<file path="src/rtl/core/rc4_pkg.sv">
`default_nettype none

package rc4_pkg;

    localparam int BYTE_W        = 8;
    localparam int PERM_DEPTH    = 256;
    localparam int PERM_AW       = $clog2(PERM_DEPTH);
    localparam int MAX_KEY_BYTES = 16;
    localparam int KEY_IDX_W     = $clog2(MAX_KEY_BYTES);
    localparam int KEY_LEN_W     = 5;
    localparam int APB_DW        = 64;
    localparam int APB_AW        = 5;
    localparam int REG_IDX_LSB   = 3;
    localparam int REG_IDX_W     = APB_AW - REG_IDX_LSB;

    localparam logic [KEY_LEN_W-1:0] KEY_LEN_RESET = KEY_LEN_W'(MAX_KEY_BYTES);

    // register map, index = paddr[4:3]
    localparam logic [REG_IDX_W-1:0] REG_KEY_LENGTH = 2'd0;
    localparam logic [REG_IDX_W-1:0] REG_KEY_LOW    = 2'd1;
    localparam logic [REG_IDX_W-1:0] REG_KEY_HIGH   = 2'd2;

    // microprogram steps
    typedef enum logic [3:0] {
        S_IDLE = 4'd0,
        S_G1   = 4'd1,
        S_G2   = 4'd2,
        S_G3   = 4'd3,
        S_GEN0 = 4'd4,
        S_INIT = 4'd5,
        S_K0   = 4'd6,
        S_K1   = 4'd7,
        S_K2   = 4'd8,
        S_K3   = 4'd9,
        S_KEND = 4'd10
    } t_upc;

    // read address select
    typedef enum logic [2:0] {
        RS_I1,   // i + 1
        RS_GJ,   // j + S[i]
        RS_SUM,  // S[i] + S[j]
        RS_T,    // held sum index
        RS_K,    // schedule index k
        RS_KJ    // j + S[k] + key byte
    } t_rsel;

    // write address / data select
    typedef enum logic [1:0] {
        WS_IDN,  // S[k] = k
        WS_I_RD, // S[i] = read data
        WS_J_SI, // S[j] = held S[i] / S[k]
        WS_K_RD  // S[k] = read data
    } t_wsel;

    typedef enum logic [1:0] {
        J_NONE,
        J_GEN,
        J_KSA,
        J_CLR
    } t_jop;

    typedef enum logic [2:0] {
        C_NEXT,    // fall through
        C_JUMP,    // always to target
        C_ACCEPT,  // hold for a beat; start flag goes to target
        C_KLOOP,   // to target until k is at its last value
        C_OUTFREE  // hold until output register is free, then target
    } t_cond;

    typedef struct packed {
        t_rsel rsel;
        logic  wen;
        t_wsel wsel;
        t_jop  jop;
        logic  inc_i;
        logic  clr_i;
        logic  ld_si;
        logic  ld_sj;
        logic  ld_t;
        logic  ld_out;
        logic  inc_k;
        logic  inc_kidx;
        logic  clr_kidx;
        t_cond cond;
        t_upc  target;
    } t_uword;

    localparam t_uword UW_NOP = '{
        rsel: RS_T, wen: 1'b0, wsel: WS_IDN, jop: J_NONE,
        inc_i: 1'b0, clr_i: 1'b0, ld_si: 1'b0, ld_sj: 1'b0, ld_t: 1'b0,
        ld_out: 1'b0, inc_k: 1'b0, inc_kidx: 1'b0, clr_kidx: 1'b0,
        cond: C_NEXT, target: S_IDLE
    };

    // control store
    function automatic t_uword ucode(input t_upc pc);
        t_uword w;
        w = UW_NOP;
        unique case (pc)
            S_IDLE: begin
                w.rsel   = RS_I1;
                w.inc_i  = 1'b1;
                w.cond   = C_ACCEPT;
                w.target = S_INIT;
            end
            S_G1: begin
                w.rsel  = RS_GJ;
                w.ld_si = 1'b1;
                w.jop   = J_GEN;
            end
            S_G2: begin
                w.rsel  = RS_SUM;
                w.wen   = 1'b1;
                w.wsel  = WS_I_RD;
                w.ld_sj = 1'b1;
                w.ld_t  = 1'b1;
            end
            S_G3: begin
                w.rsel   = RS_T;
                w.wen    = 1'b1;
                w.wsel   = WS_J_SI;
                w.ld_out = 1'b1;
                w.cond   = C_OUTFREE;
                w.target = S_IDLE;
            end
            S_GEN0: begin
                w.rsel   = RS_I1;
                w.inc_i  = 1'b1;
                w.cond   = C_JUMP;
                w.target = S_G1;
            end
            S_INIT: begin
                w.wen      = 1'b1;
                w.wsel     = WS_IDN;
                w.inc_k    = 1'b1;
                w.clr_kidx = 1'b1;
                w.jop      = J_CLR;
                w.cond     = C_KLOOP;
                w.target   = S_INIT;
            end
            S_K0: begin
                w.rsel = RS_K;
            end
            S_K1: begin
                w.rsel  = RS_KJ;
                w.ld_si = 1'b1;
                w.jop   = J_KSA;
            end
            S_K2: begin
                w.wen  = 1'b1;
                w.wsel = WS_K_RD;
            end
            S_K3: begin
                w.wen      = 1'b1;
                w.wsel     = WS_J_SI;
                w.inc_k    = 1'b1;
                w.inc_kidx = 1'b1;
                w.cond     = C_KLOOP;
                w.target   = S_K0;
            end
            S_KEND: begin
                w.clr_i  = 1'b1;
                w.jop    = J_CLR;
                w.cond   = C_JUMP;
                w.target = S_GEN0;
            end
            default: begin
                w.cond   = C_JUMP;
                w.target = S_IDLE;
            end
        endcase
        return w;
    endfunction

endpackage

`default_nettype wire

</file>
<file path="src/rtl/core/rc4_ram.sv">
`default_nettype none

module rc4_ram #(
    parameter int WIDTH = 8,
    parameter int DEPTH = 256
) (
    input  wire logic                     i_clk,
    input  wire logic                     i_we,
    input  wire logic [$clog2(DEPTH)-1:0] i_waddr,
    input  wire logic [WIDTH-1:0]         i_wdata,
    input  wire logic [$clog2(DEPTH)-1:0] i_raddr,
    output logic      [WIDTH-1:0]         o_rdata
);

    logic [WIDTH-1:0] r_mem [DEPTH];

    always_ff @(posedge i_clk) begin
        if (i_we) begin
            r_mem[i_waddr] <= i_wdata;
        end
        o_rdata <= r_mem[i_raddr];
    end

endmodule

`default_nettype wire

</file>
<file path="src/rtl/core/rc4_stream_cipher_top.sv">
`default_nettype none

// RC4 byte cipher. Load key_length (1..16; 0 acts as 1, above 16 as 16) and the
// key bytes over APB (64-bit registers at 0x00, 0x08, 0x10), then send bytes on
// the input channel; the first beat of every message must carry the start flag.
// A data byte spends one accept step, which also issues the S[i+1] read, then
// three steps on the single read port of the permutation RAM (S[j], S[S[i]+S[j]],
// final swap write), and its result is registered by that final step. A new byte
// is accepted only once the sequencer is back at the accept step. A beat with the
// start flag first runs the key schedule: the identity fill of all 256 entries,
// then steps K0-K3 for each of the 256 swaps, plus two glue steps, before its data
// byte steps. Results sit in an output register, so the next byte is accepted
// while the previous result waits; the final step then holds until that register
// is taken. Encrypt and decrypt are the same. Control is a small microprogram
// (rc4_pkg::ucode) stepped by a micro-PC.
module rc4_stream_cipher_top (
    input  wire logic                         i_clk,
    input  wire logic                         i_rst_n,
    // APB config
    input  wire logic                         psel,
    input  wire logic                         penable,
    input  wire logic                         pwrite,
    input  wire logic [rc4_pkg::APB_AW-1:0]   paddr,
    input  wire logic [rc4_pkg::APB_DW-1:0]   pwdata,
    output logic      [rc4_pkg::APB_DW-1:0]   prdata,
    output logic                              pready,
    // input beats
    input  wire logic                         i_valid,
    output logic                              o_ready,
    input  wire logic [rc4_pkg::BYTE_W-1:0]   i_data_byte,
    input  wire logic                         i_start_of_message,
    input  wire logic                         i_last_byte,
    // result beats
    output logic                              o_valid,
    input  wire logic                         i_ready,
    output logic      [rc4_pkg::BYTE_W-1:0]   o_out_byte,
    output logic                              o_out_last
);

    import rc4_pkg::*;

    // config registers
    logic [KEY_LEN_W-1:0] r_key_length;
    logic [APB_DW-1:0]    r_key_low;
    logic [APB_DW-1:0]    r_key_high;

    // sequencer and datapath registers
    t_upc                 r_upc,  n_upc;
    logic [BYTE_W-1:0]    r_i,    n_i;
    logic [BYTE_W-1:0]    r_j,    n_j;
    logic [PERM_AW-1:0]   r_k,    n_k;
    logic [KEY_IDX_W-1:0] r_kidx, n_kidx;
    logic [BYTE_W-1:0]    r_si;
    logic [BYTE_W-1:0]    r_sj;
    logic [BYTE_W-1:0]    r_t;
    logic [BYTE_W-1:0]    r_data;
    logic                 r_last;
    logic                 r_out_valid, n_out_valid;
    logic [BYTE_W-1:0]    r_out_byte;
    logic                 r_out_last;

    t_uword               uw;
    logic                 cfg_wr;
    logic [REG_IDX_W-1:0] cfg_idx;
    logic                 accept;
    logic                 out_free;
    logic                 adv;
    logic [KEY_IDX_W-1:0] len_m1;
    logic [KEY_LEN_W-1:0] len_dec;
    logic [MAX_KEY_BYTES-1:0][BYTE_W-1:0] key_arr;
    logic [BYTE_W-1:0]    key_byte;
    logic [BYTE_W-1:0]    rd_data;
    logic [BYTE_W-1:0]    gj_sum;
    logic [BYTE_W-1:0]    kj_sum;
    logic [BYTE_W-1:0]    st_sum;
    logic [PERM_AW-1:0]   ram_raddr;
    logic [PERM_AW-1:0]   ram_waddr;
    logic [BYTE_W-1:0]    ram_wdata;
    logic                 ram_we;
    logic [BYTE_W-1:0]    ks;

    // ---------------------------------------------------------------------
    // APB: always ready, write on access phase
    // ---------------------------------------------------------------------
    assign pready  = 1'b1;
    assign cfg_idx = paddr[APB_AW-1:REG_IDX_LSB];
    assign cfg_wr  = psel && penable && pwrite && pready;

    always_comb begin
        unique case (cfg_idx)
            REG_KEY_LENGTH: prdata = APB_DW'(r_key_length);
            REG_KEY_LOW:    prdata = r_key_low;
            REG_KEY_HIGH:   prdata = r_key_high;
            default:        prdata = '0;
        endcase
    end

    // ---------------------------------------------------------------------
    // key length: clamp to 1..16, key index wraps at len-1
    // ---------------------------------------------------------------------
    assign len_dec = r_key_length - KEY_LEN_W'(1);

    always_comb begin
        if (r_key_length == '0) begin
            len_m1 = '0;
        end else if (r_key_length > KEY_LEN_W'(MAX_KEY_BYTES)) begin
            len_m1 = KEY_IDX_W'(MAX_KEY_BYTES - 1);
        end else begin
            len_m1 = len_dec[KEY_IDX_W-1:0];
        end
    end

    assign key_arr  = {r_key_high, r_key_low};
    assign key_byte = key_arr[r_kidx];

    // ---------------------------------------------------------------------
    // microsequencer
    // ---------------------------------------------------------------------
    assign uw       = ucode(r_upc);
    assign o_ready  = (uw.cond == C_ACCEPT);
    assign accept   = i_valid && o_ready;
    assign out_free = !r_out_valid || i_ready;

    always_comb begin
        adv   = 1'b1;
        n_upc = r_upc;
        unique case (uw.cond)
            C_NEXT:  n_upc = t_upc'(r_upc + 4'd1);
            C_JUMP:  n_upc = uw.target;
            C_ACCEPT: begin
                adv = i_valid;
                if (i_valid) begin
                    n_upc = i_start_of_message ? uw.target : t_upc'(r_upc + 4'd1);
                end
            end
            C_KLOOP: begin
                n_upc = (r_k != '1) ? uw.target : t_upc'(r_upc + 4'd1);
            end
            C_OUTFREE: begin
                adv = out_free;
                if (out_free) begin
                    n_upc = uw.target;
                end
            end
            default: n_upc = S_IDLE;
        endcase
    end

    // ---------------------------------------------------------------------
    // datapath
    // ---------------------------------------------------------------------
    assign gj_sum = r_j + rd_data;
    assign kj_sum = r_j + rd_data + key_byte;
    assign st_sum = r_si + rd_data;

    always_comb begin
        case (uw.rsel)
            RS_I1:   ram_raddr = r_i + 8'd1;
            RS_GJ:   ram_raddr = gj_sum;
            RS_SUM:  ram_raddr = st_sum;
            RS_T:    ram_raddr = r_t;
            RS_K:    ram_raddr = r_k;
            RS_KJ:   ram_raddr = kj_sum;
            default: ram_raddr = r_t;
        endcase
    end

    assign ram_we = uw.wen && adv;

    always_comb begin
        case (uw.wsel)
            WS_IDN: begin
                ram_waddr = r_k;
                ram_wdata = r_k;
            end
            WS_I_RD: begin
                ram_waddr = r_i;
                ram_wdata = rd_data;
            end
            WS_J_SI: begin
                ram_waddr = r_j;
                ram_wdata = r_si;
            end
            default: begin
                ram_waddr = r_k;
                ram_wdata = rd_data;
            end
        endcase
    end

    // S[t] after the swap: the swap writes may not have reached the RAM read
    assign ks = (r_t == r_j) ? r_si :
                (r_t == r_i) ? r_sj : rd_data;

    always_comb begin
        n_i = r_i;
        if (uw.clr_i) begin
            n_i = '0;
        end else if (uw.inc_i && adv) begin
            n_i = r_i + 8'd1;
        end

        case (uw.jop)
            J_GEN:   n_j = gj_sum;
            J_KSA:   n_j = kj_sum;
            J_CLR:   n_j = '0;
            default: n_j = r_j;
        endcase

        n_k = uw.inc_k ? r_k + 8'd1 : r_k;

        n_kidx = r_kidx;
        if (uw.clr_kidx) begin
            n_kidx = '0;
        end else if (uw.inc_kidx) begin
            n_kidx = (r_kidx == len_m1) ? '0 : r_kidx + KEY_IDX_W'(1);
        end

        n_out_valid = r_out_valid;
        if (uw.ld_out && adv) begin
            n_out_valid = 1'b1;
        end else if (i_ready) begin
            n_out_valid = 1'b0;
        end
    end

    rc4_ram #(
        .WIDTH (BYTE_W),
        .DEPTH (PERM_DEPTH)
    ) u_perm (
        .i_clk   (i_clk),
        .i_we    (ram_we),
        .i_waddr (ram_waddr),
        .i_wdata (ram_wdata),
        .i_raddr (ram_raddr),
        .o_rdata (rd_data)
    );

    // ---------------------------------------------------------------------
    // state and registered outputs
    // ---------------------------------------------------------------------
    always_ff @(posedge i_clk) begin
        if (uw.ld_si) begin
            r_si <= rd_data;
        end
        if (uw.ld_sj) begin
            r_sj <= rd_data;
        end
        if (uw.ld_t) begin
            r_t <= st_sum;
        end
        if (accept) begin
            r_data <= i_data_byte;
            r_last <= i_last_byte;
        end
        if (uw.ld_out && adv) begin
            r_out_byte <= r_data ^ ks;
            r_out_last <= r_last;
        end

        if (!i_rst_n) begin
            r_upc        <= S_IDLE;
            r_i          <= '0;
            r_j          <= '0;
            r_k          <= '0;
            r_kidx       <= '0;
            r_out_valid  <= 1'b0;
            r_key_length <= KEY_LEN_RESET;
            r_key_low    <= '0;
            r_key_high   <= '0;
        end else begin
            r_upc       <= n_upc;
            r_i         <= n_i;
            r_j         <= n_j;
            r_k         <= n_k;
            r_kidx      <= n_kidx;
            r_out_valid <= n_out_valid;
            if (cfg_wr) begin
                unique case (cfg_idx)
                    REG_KEY_LENGTH: r_key_length <= pwdata[KEY_LEN_W-1:0];
                    REG_KEY_LOW:    r_key_low    <= pwdata;
                    REG_KEY_HIGH:   r_key_high   <= pwdata;
                    default:        ;
                endcase
            end
        end
    end

    assign o_valid    = r_out_valid;
    assign o_out_byte = r_out_byte;
    assign o_out_last = r_out_last;

    // ---------------------------------------------------------------------
    // assertions
    // ---------------------------------------------------------------------
    a_sof_runs_schedule: assert property (@(posedge i_clk) disable iff (!i_rst_n)
        (accept && i_start_of_message) |=> (r_upc == S_INIT))
        else $error("start beat did not enter key schedule");

    a_result_from_g3: assert property (@(posedge i_clk) disable iff (!i_rst_n)
        $rose(r_out_valid) |-> ($past(r_upc) == S_G3))
        else $error("result loaded outside final generator step");

    a_schedule_clears_idx: assert property (@(posedge i_clk) disable iff (!i_rst_n)
        (r_upc == S_KEND) |=> (r_i == '0 && r_j == '0 && r_upc == S_GEN0))
        else $error("indices not cleared after key schedule");

endmodule

`default_nettype wire

</file>
<file path="config.mk">
export PLATFORM = sky130hd
export DESIGN_NAME = rc4_stream_cipher_top
export DESIGN_NICKNAME = d
export VERILOG_FILES = /design/src/rtl/core/rc4_pkg.sv /design/src/rtl/core/rc4_ram.sv /design/src/rtl/core/rc4_stream_cipher_top.sv
export SDC_FILE = /design/constraint.sdc
export NUM_CORES = 2
export LEC_CHECK = 0
export BUFFER_PORTS_ARGS = -buffer_cell sky130_fd_sc_hd__buf_2
export CAP_MARGIN = 20
export CORE_ASPECT_RATIO = 1.2
export CORE_MARGIN = 3
export CORE_UTILIZATION = 55
export DETAILED_ROUTE_END_ITERATION = 10
export PLACE_DENSITY = 0.71
export REMOVE_ABC_BUFFERS = 1
export SETUP_SLACK_MARGIN = 0.5
export SLEW_MARGIN = 20
export SYNTH_ARGS = -nofsm -noshare
export SYNTH_HDL_FRONTEND = slang
export SYNTH_SLANG_ARGS = --single-unit
</file>
<file path="constraint.sdc">
create_clock -name i_clk -period 20.9 [get_ports i_clk]
set_input_delay 2.09 -clock i_clk [delete_from_list [all_inputs] [get_ports i_clk]]
set_output_delay 2.09 -clock i_clk [all_outputs]
set_load 0.01 [all_outputs]
</file>
# Word-level counts from Yosys, hierarchy flattened
# Memories as Yosys holds them, arrays and structs flattened. A register that Yosys moved wholly into a read port is not among the register bits.
# Cells that the tools add are included.
[totals]
register_bits = 208
elab_cells = 122
memories = 1
ram_bits = 2048
[op_classes]
reduce_logical = 28
bitwise = 2
eq_ne = 31
n_lt_le_gt_ge = 2
muxes = 34
addsub = 8
[mem_list]
columns = ["name", "depth", "width", "rd", "rd_clocked_by_memory_dff", "write_ports", "line_no", "rtl"]
rows = [
  ["u_perm.r_mem", 256, 8, 1, 1, 1, "rc4_ram.sv:15", "logic [WIDTH-1:0] r_mem [DEPTH];"],
]
[op_table]
columns = ["op", "n"]
rows = [
  ["64-bit case mux with 3 select lines", 1],
  ["7-bit case mux with 7 select lines", 1],
  ["8-bit case mux with 5 select lines", 1],
  ["8-bit binary-select mux with 4-bit select", 1],
  ["8-bit case mux with 2 select lines", 2],
  ["4-bit 2-to-1 mux", 7],
  ["8-bit adder", 3],
  ["8-bit 2-to-1 mux", 3],
  ["8-bit case mux with 3 select lines", 1],
  ["4-bit case mux with 5 select lines", 1],
  ["8-bit by 1-bit adder with 8-bit output (second input constant)", 2],
  ["4-bit by 3-bit equality test with 1-bit output (second input constant)", 4],
  ["8-bit equality test", 2],
  ["3-bit case mux with 5 select lines", 1],
  ["2-bit OR reduction", 7],
  ["4-bit equality test (second input constant)", 3],
  ["3-bit case mux with 4 select lines", 1],
  ["1-bit 2-to-1 mux", 11],
  ["3-bit by 2-bit equality test with 1-bit output (second input constant)", 3],
  ["3-bit equality test (second input constant)", 3],
  ["4-bit by 1-bit adder with 4-bit output (second input constant)", 2],
  ["2-bit equality test (second input constant)", 4],
  ["4-bit by 2-bit equality test with 1-bit output (second input constant)", 2],
  ["8-bit inequality test (second input constant)", 1],
  ["other kinds (24)", 38],
]

# Longest topological paths before layout
[depth]
depth_word = 8
depth_mapped = 23
depth_no_buf = 17

# Modules after synthesis
# A second synthesis with hierarchy kept.
[hier_totals]
hier_cells = 5049
area_unflattened_um2 = 91366.4
[modules_own_cells]
columns = ["module", "cells_each", "instances", "area_per_inst_um2"]
rows = [
  ["rc4_ram", 3733, 1, 79556.3],
  ["rc4_stream_cipher_top", 1316, 1, 11810.1],
]

# Worst setup path before layout
# OpenSTA, ideal clock, no wires.
[synth_timing]
path_type = "reg2reg"
start = "register r_upc[0]"
end = "memory u_perm.r_mem[0][0] (data pin)"
t_arrival_ns = 12.173
path_buffers = 5
path_slack_ns = 6.540
path_stages_with_launch = 14
t_required_ns = 18.713
period_less_slack_ns = 14.360
cell_sequence = "dfxtp_1 > inv_1 > ha_1 > buf_2 > buf_2 > mux2i_1 > nor2_1 > clkbuf_1 > inv_1 > ha_1 > clkbuf_1 > clkbuf_1 > a22oi_1 > o21ai_0"
[synth_between]
elab_chain_cells = 5
word_cells_on_any_way = 10
[synth_lines]
columns = ["element", "line_no", "rtl"]
rows = [
  ["from (decl)", "rc4_stream_cipher_top.sv:48", "t_upc r_upc, n_upc;"],
  ["from (signal assigned)", "rc4_stream_cipher_top.sv:272", "r_upc <= n_upc;"],
  ["4-bit equality test or 4-bit by 2-bit equality test with 1-bit output (tied branches)", "rc4_pkg.sv:100", "unique case (pc)"],
  ["2-bit OR reduction (no source line)", "--", ""],
  ["3-bit case mux with 4 select lines (*)", "rc4_pkg.sv:100", ""],
  ["2-bit equality test or 2-bit zero test (tied branches)", "rc4_stream_cipher_top.sv:171", "case (uw.wsel)"],
  ["8-bit case mux with 2 select lines (*)", "rc4_stream_cipher_top.sv:171", ""],
  ["via ram_wdata[0]", "rc4_stream_cipher_top.sv:78", "logic [BYTE_W-1:0] ram_wdata;"],
  ["to (decl)", "rc4_ram.sv:15", ""],
]
# The timed path passes the listed nets; every way through them passes the cells marked *.

# Final worst setup path
[layout_timing]
start = "register r_kidx[0]"
end = "register u_perm.o_rdata[7], read port of u_perm.r_mem"
[layout_between]
elab_chain_cells = 4
[layout_lines]
columns = ["element", "line_no", "rtl"]
rows = [
  ["from (decl)", "rc4_stream_cipher_top.sv:52", "logic [KEY_IDX_W-1:0] r_kidx, n_kidx;"],
  ["from (signal assigned)", "rc4_stream_cipher_top.sv:276", "r_kidx <= n_kidx;"],
  ["8-bit binary-select mux with 4-bit select", "rc4_stream_cipher_top.sv:114", "assign key_byte = key_arr[r_kidx];"],
  ["8-bit 2-to-1 mux (not written as such)", "rc4_stream_cipher_top.sv:114", ""],
  ["8-bit adder", "rc4_stream_cipher_top.sv:153", "assign kj_sum = r_j + rd_data + key_byte;"],
  ["8-bit case mux with 5 select lines", "rc4_stream_cipher_top.sv:157", "case (uw.rsel)"],
  ["to (decl)", "rc4_ram.sv:12", "output logic [WIDTH-1:0] o_rdata"],
]
# No other way between the ends. The select of a mux whose other input is x is not followed.
# A chain may end at the register's enable or synchronous reset.

==> out/metrics.cfg <==
[pwr]
switching_power_mw=7.74
power_leakage_nw=34.0
power.density_nw_per_um2=172
comb_power_share_pct=48.7
internal-power_mw=9.67
total_power_mw=17.4
switching_share_pct=44.5
seqPwrFrac_pct=30.6
power_frac_clock_pct=20.6
ir_drop_v=0.000360

[setup_path]
critPathLaunch=r_kidx[0]
cp-end-kind=flip-flop
worstRegToRegCells=20
r2r-end=u_perm.o_rdata[7]
critPathArrivalTime_ps=8950
r2r-start=r_kidx[0]
crit_type=reg2reg
crit_end=u_perm.o_rdata[7]
crit_required_ps=21580
cp-start-kind=flip-flop
rrSetupSlack_ps=12620
path_max_fanout=106

[finish]
fillers=12500
utilization_pct=60.8
multi_input_area_um2=24000
layout-drive-gt1-share_pct=9.47
layout.cells.non_filler=9164
regMostFlops=u_perm.r_mem
largest_reg_flops=2048
finalInstanceArea_um2=101000
fin_nets=6867
top_regs=u_perm.r_mem: 2048 flops, r_key_high: 64 flops, r_key_low: 64 flops
register_area_um2=66200
syn_to_final_growth_pct=9.62

[grt]
grt_pass1_vias=56000
antenna_found_initial=16
grtUsageMet1_pct=36.4
grt_start_max_net_pins=172
grt_use_met2_pct=45.9
grt-busiest-layer=met2
grt_pass1_wl_mm=363
grt_use_met3_pct=5.67
gr-usage-all-layers_pct=28.1
grt-ovfl-total=0

[place]
dp_cells=8784
gp_congestion=0.872
dpl-instance-area_um2=94900
place_hpwl_mm=145
pre_cts_slack_ps=12760
io_buffer_count=157

[synthesis]
synth.top_cells.by_count=edfxtp_1 (2090), nand2_1 (1576), mux2i_1 (427), nor2_1 (333), nand3_1 (328)
ys_warn_count=0
yosysTopAreaCell=edfxtp_1
syn_inst=6721
ys_async_sr_fraction_pct=0
synth-edff-count=2090
synthesis.area_um2=92400
ys_types=83
synth_top_area_share_pct=67.9
synth-seq-area-share_pct=71.7
ys_ff_latch=2264
avgSynthCellArea_um2=13.7
netlist_top_cells_area=edfxtp_1 (68%), nand2_1 (6.4%), mux2i_1 (4.6%), dfxtp_1 (3.8%), a32oi_1 (2.5%)
synthFlopType=edfxtp_1
yosysMostFrequentCell=edfxtp_1

[min_path]
hp-class=reg2reg
min_path_cells=0

[floorplanning]
num_io_pins=162
row_count=164
die-height_um=455
core_area_um2=167000
die_area_um2=173000
fp.dieW_um=380
start_util_pct=55.5

[timing]
fin_skew_ps=27.0
slew_violations=0
setup_viol=0
maxSlewHeadroom_pct=25.3
fin_setup_tns_ps=0
period_share_pct=39.6
period_needed_ps=8280
rsz0062_at_grt=false
fmax_mhz=121
finalHoldViolations=0
worst_slack_ps=12620
worst_pin_slew_ps=1120
finalHoldWorstSlack_ps=430

[clock_tree]
cts.sinks=2264
htreeDepth=4
clockBufferDepth=3
postCtsHoldBufs=0
tritoncts=done
clk_latency_ps=860
cts_resized=0
cts_setup_buffers=0
cts.clk_slew.worst_paths_ps=70
cts-root-buf=clkbuf_16
cts_inserted_buffers=200

[detailed_routing]
vias=58100
first_iter_violations=7200
remaining_drc_errors=0
ant_nets=0
first_pass_iters=7
wl_per_cell_um=27.0
drt_wl_total_mm=248
via_per_inst=6.34

[run_status]
status=complete, no violations

[job]
maxCapViolations=0

## how the worst min path moves through the flow
stage,endpoint,startpoint
after floorplan,o_out_last,r_last
after global placement,o_out_last,r_last
after detailed placement,o_out_last,r_last
after CTS,o_out_last,r_last
after global routing,o_out_last,r_last
final,o_out_last,r_last
## metal layers
| layer | share of wire [%] | wire, um |
|---|---|---|
| met1 | 37 | 92200 |
| met2 | 48 | 119000 |
| met3 | 9.6 | 23800 |
| met4 | 5.0 | 12300 |
| met5 | 0.068 | 169 |
## cell families (layout without fill, tap and decap cells)
logic type	after synthesis	after routing	share of synthesized area, %
adder cells (fa/ha/maj)	37	37	0.523
AO/OA/AOI/OAI	977	977	7.88
multiplexers	481	481	5.84
AND/OR/NAND/NOR	2424	2424	10.9
XOR/XNOR	67	67	0.635
flip-flops	2264	2264	71.7
buffers and inverters	470	664	2.57
other	1	9	0.00406
## cells in the final DEF (no fill, tap or decap), drive strengths merged, types with 119 or more instances in the layout
cell type     n
edfxtp     2090
nand2      1576
mux2i       428
nor2        334
nand3       328
buf         269
a32oi       263
clkbuf      248
dfxtp       174
a31oi       151
a21boi      129
a21oi       119
## power groups by stage
stage	sequential, mW	combinational, mW	clock (mW)
floorplan	5.60	7.41	0
global placement	5.43	8.21	0
detailed placement	5.43	8.33	0
CTS	5.33	8.36	3.62
global route	5.34	8.96	3.79
finish	5.34	8.48	3.59
## layout make-up
| cell class | instances | share of cell area (%) |
|---|---|---|
| Antenna cell | 8 | 0.0198 |
| Sequential cell | 2264 | 65.4 |
| Multi-Input combinational cell | 3987 | 23.7 |
| Clock inverter | 124 | 1.05 |
| Clock buffer | 248 | 5.20 |
| Inverter | 23 | 0.0852 |
| Timing Repair Buffer | 269 | 1.77 |
| Tap cell | 2241 | 2.77 |
## critical path: stages (launching register included)
cell	delay, ps
dfxtp_2	320
buf_4	570
mux4_2	600
mux4_2	530
ha_1	220
inv_1	80
fa_1	210
nand2b_1	120
a21oi_1	90
a221oi_2	770
nand2_2	660
nor2_4	280
buf_12	520
buf_4	730
buf_12	490
a221oi_1	270
o22ai_1	340
nor4b_1	110
buf_4	180
a211oi_1	680
a31oi_1	110
No activity file was read; power rests on OpenSTA's default activity.
